**src/hw/rtl/ckhm_pkg.sv**
```systemverilog
package ckhm_pkg;

    // Node store size: one cell per node
    localparam int NODE_CAPACITY = 256;

    // Field widths
    localparam int KEY_W    = 28;
    localparam int PIDX_W   = 8;
    localparam int STATUS_W = 2;

    // Operation codes
    localparam logic OP_LOOKUP = 1'b0;
    localparam logic OP_INSERT = 1'b1;

    // Result status codes
    localparam logic [STATUS_W-1:0] ST_OK   = 2'd0;
    localparam logic [STATUS_W-1:0] ST_DUP  = 2'd1;
    localparam logic [STATUS_W-1:0] ST_FULL = 2'd2;

    // Item travelling down the cell chain
    typedef struct packed {
        logic              valid;
        logic              op;
        logic [KEY_W-1:0]  key;
        logic [PIDX_W-1:0] pidx;
        logic              hit;      // key matched in an earlier cell
        logic              claimed;  // insert already took a free cell
        logic [PIDX_W-1:0] idx;      // palette index of the matching node
    } t_item;

endpackage

```
**src/hw/rtl/ckhm_cell.sv**
```systemverilog
module ckhm_cell (
    input  logic           i_clk,
    input  logic           i_rst_n,
    input  logic           i_adv,
    input  ckhm_pkg::t_item i_item,
    output ckhm_pkg::t_item o_item,
    output logic           o_node_valid
);

    // Stored node
    logic                          r_node_valid;
    logic [ckhm_pkg::KEY_W-1:0]    r_key;
    logic [ckhm_pkg::PIDX_W-1:0]   r_pidx;

    // Stage register toward the next cell
    ckhm_pkg::t_item r_item;
    ckhm_pkg::t_item n_item;

    logic avail;
    logic match;
    logic claim;

    // Item still searching: compare against this node, or take it if free and the item is an insert
    assign avail = i_item.valid && !i_item.hit && !i_item.claimed;
    assign match = avail && r_node_valid && (r_key == i_item.key);
    assign claim = avail && !r_node_valid && (i_item.op == ckhm_pkg::OP_INSERT);

    always_comb begin
        n_item = i_item;
        if (match) begin
            n_item.hit = 1'b1;
            n_item.idx = r_pidx;
        end
        if (claim) begin
            n_item.claimed = 1'b1;
        end
    end

    // Control state
    always_ff @(posedge i_clk) begin
        if (!i_rst_n) begin
            r_node_valid <= 1'b0;
            r_item.valid <= 1'b0;
        end else if (i_adv) begin
            r_item <= n_item;
            if (claim) begin
                r_node_valid <= 1'b1;
            end
        end
    end

    // Node payload, written once when claimed
    always_ff @(posedge i_clk) begin
        if (i_adv && claim) begin
            r_key  <= i_item.key;
            r_pidx <= i_item.pidx;
        end
    end

    assign o_item       = r_item;
    assign o_node_valid = r_node_valid;

    // A node once stored stays stored
    a_node_keep: assert property (@(posedge i_clk) disable iff (!i_rst_n)
        r_node_valid |=> r_node_valid)
        else $error("stored node lost");

    // The chain holds still while stalled
    a_stage_hold: assert property (@(posedge i_clk) disable iff (!i_rst_n)
        (!i_adv && r_item.valid) |=> ($stable(r_item) && $stable(r_node_valid)))
        else $error("stage moved during stall");

endmodule

```
**config.mk**
```make
export PLATFORM = sky130hd
export DESIGN_NAME = ckhm_cell
export DESIGN_NICKNAME = d
export VERILOG_FILES = /design/src/hw/rtl/ckhm_pkg.sv /design/src/hw/rtl/ckhm_cell.sv
export SDC_FILE = /design/constraint.sdc
export NUM_CORES = 1
export LEC_CHECK = 0
export BUFFER_PORTS_ARGS = -buffer_cell sky130_fd_sc_hd__buf_2
export CAP_MARGIN = 20
export CORE_MARGIN = 2
export CORE_UTILIZATION = 50
export CTS_CLUSTER_DIAMETER = 150
export DETAILED_ROUTE_END_ITERATION = 7
export PLACE_DENSITY_LB_ADDON = 0.12
export SLEW_MARGIN = 20
export SYNTH_ARGS = -nofsm -noshare
export SYNTH_HDL_FRONTEND = slang
export SYNTH_SLANG_ARGS = --single-unit
```
**constraint.sdc**
```tcl
create_clock -name i_clk -period 7.2 [get_ports i_clk]
set_input_delay 0.72 -clock i_clk [delete_from_list [all_inputs] [get_ports i_clk]]
set_output_delay 0.72 -clock i_clk [all_outputs]
set_load 0.02 [all_outputs]
```
## Word-level counts from Yosys, hierarchy flattened

Index checks and enable logic that the tools add are counted.

| storage, ports and cells | value |
|---|---|
| output and inout port bits | 49 |
| bits in registers | 85 |
| bits of input ports | 51 |

| cells by class | value |
|---|---|
| mux-type cells | 1 |
| eq/ne operators | 1 |
| reduce and logical (&&, ||, !) cells | 12 |

Operator list:

| kind | number |
|---|---|
| $eq 28x28->1 | 1 |
| $mux 8 | 1 |
| $logic_and 1x1->1 | 7 |
| $reduce_and 2->1 | 2 |
| $logic_not 1->1 | 3 |

## Longest topological paths before layout

| logic depth | value |
|---|---|
| depth after elaboration | 6 |
| gate-level depth with buffers | 5 |

## Worst setup path after synthesis

No wires, ideal clock.

| path | value |
|---|---|
| path type | input port to flip-flop |
| start point | input i_item[9] in the netlist's numbering |
| end point | register r_key[0] in the netlist's numbering (enable) |
| stages | 2 |
| required time | 6.715 ns |
| buffers on the path | 0 |
| setup slack | 3.051 ns |
| data arrival time | 3.664 ns |
| library setup time | 0.485 ns |
| cell sequence | nand4bb_1 nor3b_1 |

| between the ends | value |
|---|---|
| longest elaborated chain between the ends | 6 |

Ends and longest elaborated chain:

| what | RTL line | source |
|---|---|---|
| start: declaration | ckhm_cell.sv:5 | `input ckhm_pkg::t_item i_item,` |
| $logic_not 1->1 | ckhm_cell.sv:24 | `assign avail = i_item.valid && !i_item.hit && !i_item.claimed;` |
| $logic_and 1x1->1 (2 in a row) | ckhm_cell.sv:24 |  |
| $logic_and 1x1->1 (2 in a row) | ckhm_cell.sv:26 | `assign claim = avail && !r_node_valid && (i_item.op == ckhm_pkg::OP_INSERT);` |
| $logic_and 1x1->1 | ckhm_cell.sv:54 | `if (i_adv && claim) begin` |
| end signal: assignment | ckhm_cell.sv:55 | `r_key <= i_item.key;` |
| end: declaration | ckhm_cell.sv:12 | `logic [ckhm_pkg::KEY_W-1:0] r_key;` |

Every way passes these cells.
A chain may end at the register's enable or synchronous reset.

==> impl_metrics.ini <==
[finish]
final-seq-area_um2 = 2530
finish.utilization_pct = 64.6
multi_input_area_um2 = 490
layout-drive-gt1-share_pct = 49.2
design_area_um2 = 3800
fill_cells = 452
diodes = 0
syn_to_final_growth_pct = 26.1
nets = 302

[setup_path]
arrival_ns = 2.23
critPathKind = in2reg
worstPathRequired_ns = 7.29
max_stage_delay_ns = 0.39
crit_path_cell_trace = buf_2 > xnor2_1 > nand4_1 > nor4_2 > nand4_2 > mux2_2
slowest_stage = mux2_2
crit_path_start_kind = input pin
cp_max_fo = 9
critPathCaptureType = flip-flop
cp_num_buf_inv = 1
crit_family = simple AND/OR/NAND/NOR gates

[timing]
maxSlewHeadroom_pct = 59.0
tightest_slew_ns = 0.615
fin_crit_ns = 2.14
rsz0062_at_grt = false
fin_skew_ns = 0.00604
finalMaxSlewViolations = 0
fmax_mhz = 468
setup_viol = 0
finalCritPeriodShare_pct = 29.7
tns_ns = 0
finalHoldViolCount = 0

[power]
powerDensity_nw_per_um2 = 254
p_clk_share_pct = 32.4
ir_drop_uv = 161
comb_power_share_pct = 8.4
sw_frac_of_total_pct = 21.8
intPower_uw = 755
power_frac_seq_pct = 59.2
p_total_uw = 965
p_switching_uw = 210
p_leak_uw = 0.00143

[global_routing]
antenna_found_initial = 0
grt_use_total_pct = 15.5
grt_max_degree = 48
overflow = 0
grt_pass1_wl_um = 7240
grt_pass1_vias = 1500

[die]
core_um2 = 5890
die_w_um = 81.7
initial_core_util_pct = 51.2
dieHeight_um = 81.7
dieArea_um2 = 6670
io_pins = 100
num_rows = 28

[cts]
cts_tree = done
cts-root-buf = clkbuf_8
cts_max_level = 3
cts.sinks = 85
cts_setup_buffers = 0
cts_buffers = 9
clk_path_buf_depth = 2
clk_latency_ns = 0.34
cts.clk_slew.worst_paths_ns = 0.08
post_cts_resized = 0
cts_hold_buf = 0

[logic_synthesis]
synth_top_cell_by_area = edfxtp_1
yosysMostFrequentCell = edfxtp_1
ys_top_cells_by_area = edfxtp_1, xnor2_1, mux2_2
synth_seq_area_share_pct = 84.0
ys_types = 20
syn_area_um2 = 3020
syn-num-nets = 191
ys.flop_type = edfxtp_1
synthCells = 140
synth_edf_count = 83
netlist_top_cells_count = edfxtp_1, xnor2_1, xor2_1
syn_area_per_cell_um2 = 21.5
ys_ff_latch = 85
synthArstFlopShare_pct = 0
ys_warn_count = 0
yosys.area.top_type_share_pct = 82.7

[routing]
drc = 0
first_iter_violations = 85
vias = 1589
postRouteAntennaNets = 0
first_pass_iters = 6
wl_per_cell_um = 15.3
drt-vias-per-instance = 4.80
wl_um = 5060

[run_status]
outcome = finished, final reports clean

[placement]
port_buffers = 99
globalplace.congestion = 0.649
placed_area_um2 = 3620
hpwl_um = 3480

[worst_hold_path]
hold_path.class = reg2reg

[run]
cap_violations = 0
[per-stage QoR]
| step | instances | worst slack, ns | hold WS (ns) |
|---|---|---|---|
| after detailed placement | 315 | 4.64 | 0.512 |
| after global routing | 331 | 4.92 | 0.540 |
| after floorplan | 140 | 3.05 | 0.525 |
| after CTS | 331 | 5.02 | 0.532 |
| after global placement | 315 | 4.69 | 0.495 |
| final | 331 | 5.06 | 0.530 |
[registers in the layout (all words and copies together) (netlist names)]
register and cells:
r_key 28, o_item 48, r_pidx 8, o_node_valid 1
[per-layer routing]
metal	share of wire, %	global-route usage, %	up-vias	wire length, um
met5	0	0	-	0
met4	2.0	9.50	0	100
met3	6.8	4.18	9	346
met2	48	24.1	61	2420
met1	43	19.4	754	2190
li1	-	-	765	-
[power groups by stage]
| stage | Combinational (uW) | Sequential (uW) | Clock [uW] |
|---|---|---|---|
| finish | 80.9 | 571 | 313 |
| detailed placement | 82.1 | 582 | 0 |
| global route | 87.9 | 573 | 337 |
| global placement | 80.7 | 582 | 0 |
| CTS | 82.2 | 571 | 321 |
| floorplan | 16.2 | 608 | 0 |
[final cells by class]
cell class,count,area share [%]
multi-input cells,55,12.9
repair buffers,100,13.2
clock buffers,11,3.46
clock inverters,5,1.35
well taps,75,2.47
flip-flops and latches,85,66.6
[worst reg2reg max path, stage by stage, from the launching register on]
cell and delay (ns):
edfxtp_1 0.40, xnor2_1 0.15, nand4_1 0.15, nor4_2 0.33
nand4_2 0.35, mux2_2 0.39
[cell families after synthesis]
kind of cell              after synthesis  share of synthesized area, %
AOI/OAI and AO/OA                       1                         0.249
xor gates and xnor gates               28                          8.13
DFF                                    85                          84.0
muxes                                   9                          3.32
and+or+nand+nor                        17                          4.32
[worst paths after layout]
kind	to	slack, ns	cells past startpoint	start
setup / recovery	o_item[7]	5.06	6	i_item[26]
hold / removal	o_node_valid	0.53	1	o_node_valid
setup reg to reg	o_item[7]	5.18	5	r_key[3]
hold reg to reg	o_node_valid	0.53	1	o_node_valid
[cells in the final DEF, fill, tap and decap left out, types with 2 or more instances in the layout]
| cell type | Yosys | layout |
|---|---|---|
| edfxtp_1 | 83 | 83 |
| clkinv_2 | 0 | 2 |
| clkbuf_1 | 0 | 2 |
| buf_2 | 0 | 99 |
| dfxtp_1 | 2 | 2 |
| xnor2_1 | 18 | 18 |
| xor2_1 | 10 | 10 |
| nor4_1 | 2 | 2 |
| clkbuf_8 | 0 | 9 |
| mux2_2 | 8 | 8 |
| nand4_1 | 4 | 4 |
Power figures use the tool's default switching activity.
