[src/hw/rtl/ckhm_pkg.sv]
package ckhm_pkg;

    // Node store size: one cell per node
    localparam int NODE_CAPACITY = 256;

    // Field widths
    localparam int KEY_W    = 28;
    localparam int PIDX_W   = 8;
    localparam int STATUS_W = 2;

    // Operation codes
    localparam logic OP_LOOKUP = 1'b0;
    localparam logic OP_INSERT = 1'b1;

    // Result status codes
    localparam logic [STATUS_W-1:0] ST_OK   = 2'd0;
    localparam logic [STATUS_W-1:0] ST_DUP  = 2'd1;
    localparam logic [STATUS_W-1:0] ST_FULL = 2'd2;

    // Item travelling down the cell chain
    typedef struct packed {
        logic              valid;
        logic              op;
        logic [KEY_W-1:0]  key;
        logic [PIDX_W-1:0] pidx;
        logic              hit;      // key matched in an earlier cell
        logic              claimed;  // insert already took a free cell
        logic [PIDX_W-1:0] idx;      // palette index of the matching node
    } t_item;

endpackage

[src/hw/rtl/ckhm_out.sv]
module ckhm_out (
    input  logic                          i_clk,
    input  logic                          i_rst_n,
    input  logic                          i_adv,
    input  ckhm_pkg::t_item               i_item,
    output logic                          o_valid,
    output logic                          o_found,
    output logic [ckhm_pkg::PIDX_W-1:0]   o_stored_index,
    output logic [ckhm_pkg::STATUS_W-1:0] o_status
);

    logic                          r_valid;
    logic                          r_found;
    logic [ckhm_pkg::PIDX_W-1:0]   r_index;
    logic [ckhm_pkg::STATUS_W-1:0] r_status;

    logic                          n_found;
    logic [ckhm_pkg::PIDX_W-1:0]   n_index;
    logic [ckhm_pkg::STATUS_W-1:0] n_status;

    // Result encoding at the end of the chain
    always_comb begin
        n_found  = 1'b0;
        n_index  = '0;
        n_status = ckhm_pkg::ST_OK;
        if (i_item.op == ckhm_pkg::OP_LOOKUP) begin
            if (i_item.hit) begin
                n_found = 1'b1;
                n_index = i_item.idx;
            end
        end else if (i_item.hit) begin
            n_status = ckhm_pkg::ST_DUP;
        end else if (!i_item.claimed) begin
            n_status = ckhm_pkg::ST_FULL;
        end
    end

    always_ff @(posedge i_clk) begin
        if (!i_rst_n) begin
            r_valid <= 1'b0;
        end else if (i_adv) begin
            r_valid <= i_item.valid;
        end
    end

    always_ff @(posedge i_clk) begin
        if (i_adv) begin
            r_found  <= n_found;
            r_index  <= n_index;
            r_status <= n_status;
        end
    end

    assign o_valid        = r_valid;
    assign o_found        = r_found;
    assign o_stored_index = r_index;
    assign o_status       = r_status;

endmodule
[config.mk]
export PLATFORM = sky130hd
export DESIGN_NAME = ckhm_out
export DESIGN_NICKNAME = d
export VERILOG_FILES = /design/src/hw/rtl/ckhm_pkg.sv /design/src/hw/rtl/ckhm_out.sv
export SDC_FILE = /design/constraint.sdc
export NUM_CORES = 1
export LEC_CHECK = 0
export BUFFER_PORTS_ARGS = -buffer_cell sky130_fd_sc_hd__buf_2
export CAP_MARGIN = 0
export CELL_PAD_IN_SITES_DETAIL_PLACEMENT = 1
export CELL_PAD_IN_SITES_GLOBAL_PLACEMENT = 1
export CORE_MARGIN = 2
export CORE_UTILIZATION = 19
export DETAILED_ROUTE_END_ITERATION = 6
export GPL_ROUTABILITY_DRIVEN = 0
export GPL_TIMING_DRIVEN = 0
export MAX_ROUTING_LAYER = met4
export PLACE_DENSITY = 0.77
export SETUP_SLACK_MARGIN = 0.5
export SLEW_MARGIN = 5
export SYNTH_ARGS = -nofsm -noshare
export SYNTH_HDL_FRONTEND = slang
export SYNTH_SLANG_ARGS = --single-unit
[constraint.sdc]
create_clock -name i_clk -period 0.85 [get_ports i_clk]
set_input_delay 0.085 -clock i_clk [delete_from_list [all_inputs] [get_ports i_clk]]
set_output_delay 0.085 -clock i_clk [all_outputs]
set_load 0.01 [all_outputs]
# Word level (Yosys, flattened, before mapping)
# Cells that the tools add are included.
# Widths: inputs -> output; s select.
op_classes:
  n_reduce_logical: 2
  mux: 3
  bitwise_logic: 2
ops:
  columns: ["op", "count"]
  rows:
  - ["$reduce_or 2->1", 2]
  - ["$mux 1", 2]
  - ["$mux 2", 1]
  - ["$not 1->1", 2]
totals:
  wordCells: 12
  inputBits: 51
  ff_bits: 12

# Longest topological paths before layout
depth:
  ltp_word: 2
  mapped_depth: 3

# Worst setup path after synthesis
# OpenSTA, ideal clock, no wires.
synth_timing:
  kind: "input port to flip-flop"
  start: "in i_item[9] (netlist name)"
  end: "reg r_index, in the netlist o_stored_index[0] (data pin)"
  required_ps: 595
  path_stages: 3
  path_buffers: 1
  setup_time_ps: 255
  t_arrival_ps: 435
  slack_ps: 160
  cell_sequence: "nor2b_4 > buf_6 > and2_1"
synth_between:
  elab_chain_cells: 2
synth_rtl:
  columns: ["element", "line", "text"]
  rows:
  - ["start: declaration", "ckhm_out.sv:5", "input ckhm_pkg::t_item i_item,"]
  - ["$not 1->1 (no source line)", null, null]
  - ["$reduce_or 2->1 (no source line)", null, null]
  - ["end signal: assignment", "ckhm_out.sv:49", "r_index <= n_index;"]
  - ["end: declaration", "ckhm_out.sv:14", "logic [ckhm_pkg::PIDX_W-1:0] r_index;"]
# Every way passes these cells.
# A chain may end at the register's enable or synchronous reset.

# Worst setup path after layout
layout_timing:
  start: "reg r_status, in the netlist o_status[1]"
  end: "out o_status[1] (netlist name)"
layout_rtl:
  columns: ["element", "line", "text"]
  rows:
  - ["start: declaration", "ckhm_out.sv:15", "logic [ckhm_pkg::STATUS_W-1:0] r_status;"]
  - ["start signal: assignment", "ckhm_out.sv:50", "r_status <= n_status;"]
  - ["end: declaration", "ckhm_out.sv:9", "output logic [ckhm_pkg::STATUS_W-1:0] o_status"]
# No word-level cell between the ends.

==> summary.md <==
| Metric | Value |
|---|---|
| Status | `complete, but fails checks` |
| Violations in the final reports | `negative setup slack` |
| Utilization of the core after routing | `0.331` |
| Highest achievable clock rate | `1150 MHz` |
| Number of instances in the placed design | `80` |
| Number of buffers added to fix hold violations after cts | `0` |
| Part of the cycle the worst path needs | `1.02` |
| Cell with the biggest individual delay on the critical path | `edfxtp_1` |
| Total Nets Final | `111` |
| Post-layout minimum cycle time | `0.870 ns` |
| I/O Pins | `63` |
| Ordered cell list for the critical path | `buf_2` |
| WP buf/inv | `1` |
| Kind of start point of the critical path | `register` |
| Total met2 wirelength after detailed routing | `527 µm` |
| Number of register bits inferred by synthesis | `12` |
| Mapped Cells | `26` |
| CP delay by family, top | `flip-flops` |
| Share of the yosys chip area belonging to registers | `0.769` |
| Post-Route Skew | `0 ns` |
| Number of buffers inserted by port buffering | `26` |
| Die Ht | `53.0 µm` |
| Top cell type's share of synthesized area | `0.725` |
| Netlist area before placement | `455 µm²` |
| CTS tree | `built` |
| Worst setup EP type | `primary output` |
| Wire length of the first global-routing pass | `1.50 mm` |
| CTS HTree Levels | `1` |
| Worst Path Required | `0.76 ns` |
| Final wirelength | `948 µm` |
| Vias/cell | `3.69` |
| GRT Overall Usage | `0.0836` |
| Initial DRC Count | `0` |
| Largest net degree at the start of global routing | `13` |
| Max_cap viols | `0` |
| Compound-cell area share of the yosys netlist | `0` |
| Crit Path Category | `register to primary output` |
| Most used standard cell by instance count after synthesis | `edfxtp_1` |
| Final-report hold violation count | `0` |
| Buffer type at the clock tree root | `clkbuf_4` |
| Synth Flop Type | `edfxtp_1` |
| Overflow after GRT | `0` |
| Number of max-slew violations in the final report | `0` |
| Clk sinks | `12` |
| Non-Filler Instances | `87` |
| Standard-cell row count | `17` |
| Highest layer used for signal routing | `met3` |
| Routed length on met1 | `334 µm` |
| Die outline width | `53.0 µm` |
| Top cells by area in the synthesized netlist | `edfxtp_1 (73%), and2_1 (12%), dfxtp_1 (4.4%)` |
| Max incr delay on CP | `0.37 ns` |
| Power per standard cell area | `1800 mW/mm²` |
| Layout cell share with drive strength beyond 1 | `0.780` |
| Worst setup slack before clock tree synthesis | `0.0153 ns` |
| Inserted Diodes | `0` |
| Post-Syn Nets | `77` |
| Number of cells on the worst hold path | `2` |
| Count of different cell masters after synthesis | `8` |
| Largest vdd supply drop | `588 µV` |
| Headroom to the max-slew limit | `0.890` |
| Post-Synthesis Mean Instance Area | `17.5 µm²` |
| Met3 Wirelength | `86 µm` |
| Effective utilization at floorplan | `0.204` |
| Leakage | `0.326 nW` |
| Clk pin slew, worst setup/hold paths | `0.08 ns` |
| Antenna violations before repair | `0` |
| Detail Route Antenna Nets | `0` |
| Post-synth EDFFs | `11` |
| Layout overhead on the synthesized area | `62.1%` |
| Tightest Hold Check Type | `primary input to register` |
| Placeable core region | `0.00223 mm²` |
| Clock latency of the later-clocked register in the worst-skew pair | `0.27 ns` |
| Vias after detailed routing | `321` |
| Most frequent cells after synthesis | `edfxtp_1 (11), and2_1 (9)` |
| Dominant combinational cell family by area after synthesis | `simple AND/OR/NAND/NOR gates` |
| Routed WL per cell | `10.9 µm` |
| Multiplexer area fraction after synthesis | `0.0220` |
| DRC violation count after routing | `0` |
| Max Fanout on Critical Path | `1` |
| Post-synth top area cell | `edfxtp_1` |
| Simple-gate share of the synthesized area | `0.184` |
| Vias in the first global route | `344` |
| Reg2Reg Depth | `2` |
| Final worst setup slack | `-0.0196 ns` |
| Path length in cells of the critical path | `1` |
| Die ar. | `0.00280 mm²` |
| DR pass1 iterations | `1` |
| XOR/XNOR share of the synthesized area | `0` |
| Total clock buffers created by CTS | `3` |
| Number of failing setup endpoints in the final timing report | `7` |
| Worst hold slack across all endpoints | `0.0525 ns` |
| Arrival time at the worst endpoint | `0.78 ns` |
| Share of flip-flops with an asynchronous set or reset | `0` |
| Deepest clock path buffer count | `2` |
| Slew at the pin closest to its max-slew limit | `0.164 ns` |
| Yosys synthesis warning count | `0` |
| RSZ-0062 raised after global routing | `yes` |
| Adder and majority cell fraction of the synthesized area | `0` |
| Worst reg-to-reg setup slack | `0.24 ns` |
report_power, final:
group / total (W) / leakage, nW / switching (W) / internal (W)
registers: 0.000698 / 0.114 / 0.00000939 / 0.000689
logic: 0.000183 / 0.191 / 0.0000766 / 0.000106
clock network: 0.000447 / 0.0210 / 0.000187 / 0.000260
total: 0.00133 / 0.326 / 0.000273 / 0.00105
worst paths after layout:
check,startpoint,end
worst max-delay path,o_status[1],o_status[1]
worst max register to register,o_valid,o_valid
worst min register to register,o_valid,o_valid
worst min-delay path,i_rst_n,o_valid
flip-flops by register name, summed over array words and instances (netlist names):
signal,count
o_found,1
o_status,2
o_stored_index,8
o_valid,1
area by class of cell:
| type | count | area, µm² |
|---|---|---|
| Buffer | 1 | 11.3 |
| Clock buffer | 4 | 36.3 |
| Fill cell | 259 | 1500 |
| Multi-Input combinational cell | 13 | 121 |
| Sequential cell | 12 | 352 |
| Tap cell | 28 | 35.0 |
| Timing Repair Buffer | 29 | 183 |
repair_timing:
item / CTS / global route
endpoints found under the setup margin: 33 / 23
setup buffers: 1 / 1
resized for setup: 9 / 8
pin swaps: 1 / 1
gates cloned: 1 / 0
placed cells by master, fill, tap and decap left out:
cell / instances
buf_2: 23
buf_8: 1
nor3b_2: 1
nor2b_4: 1
dfxtp_2: 1
and2_4: 9
clkbuf_8: 1
mux2i_1: 1
clkbuf_4: 3
buf_4: 1
buf_6: 5
edfxtp_1: 11
nor2b_1: 1
worst register-to-register path: stages (launching register included):
cell,delay [ns]
dfxtp_2,0.33
mux2i_1,0.11
nor2b_1,0.06
per-stage QoR:
step	TNS [ns]	cell area [µm²]	power, W
floorplan	0	457	0.000767
global placement	0	622	0.000849
detailed placement	0	622	0.000854
CTS	-0.236	706	0.00133
global route	-0.501	738	0.00140
finish	-0.0485	738	0.00133
cells by family (layout without fill, tap and decap cells):
logic type,after synthesis,in the layout
mux,1,1
simple gates,12,12
flops,12,12
buf+inv,1,34
layer usage:
metal / vias to the layer above / global-route usage
met1: 146 / 0.0772
met4: 0 / 0.0641
met3: 0 / 0.0282
met5: - / -
li1: 157 / -
met2: 18 / 0.142
No activity file was read; power rests on OpenSTA's default activity.
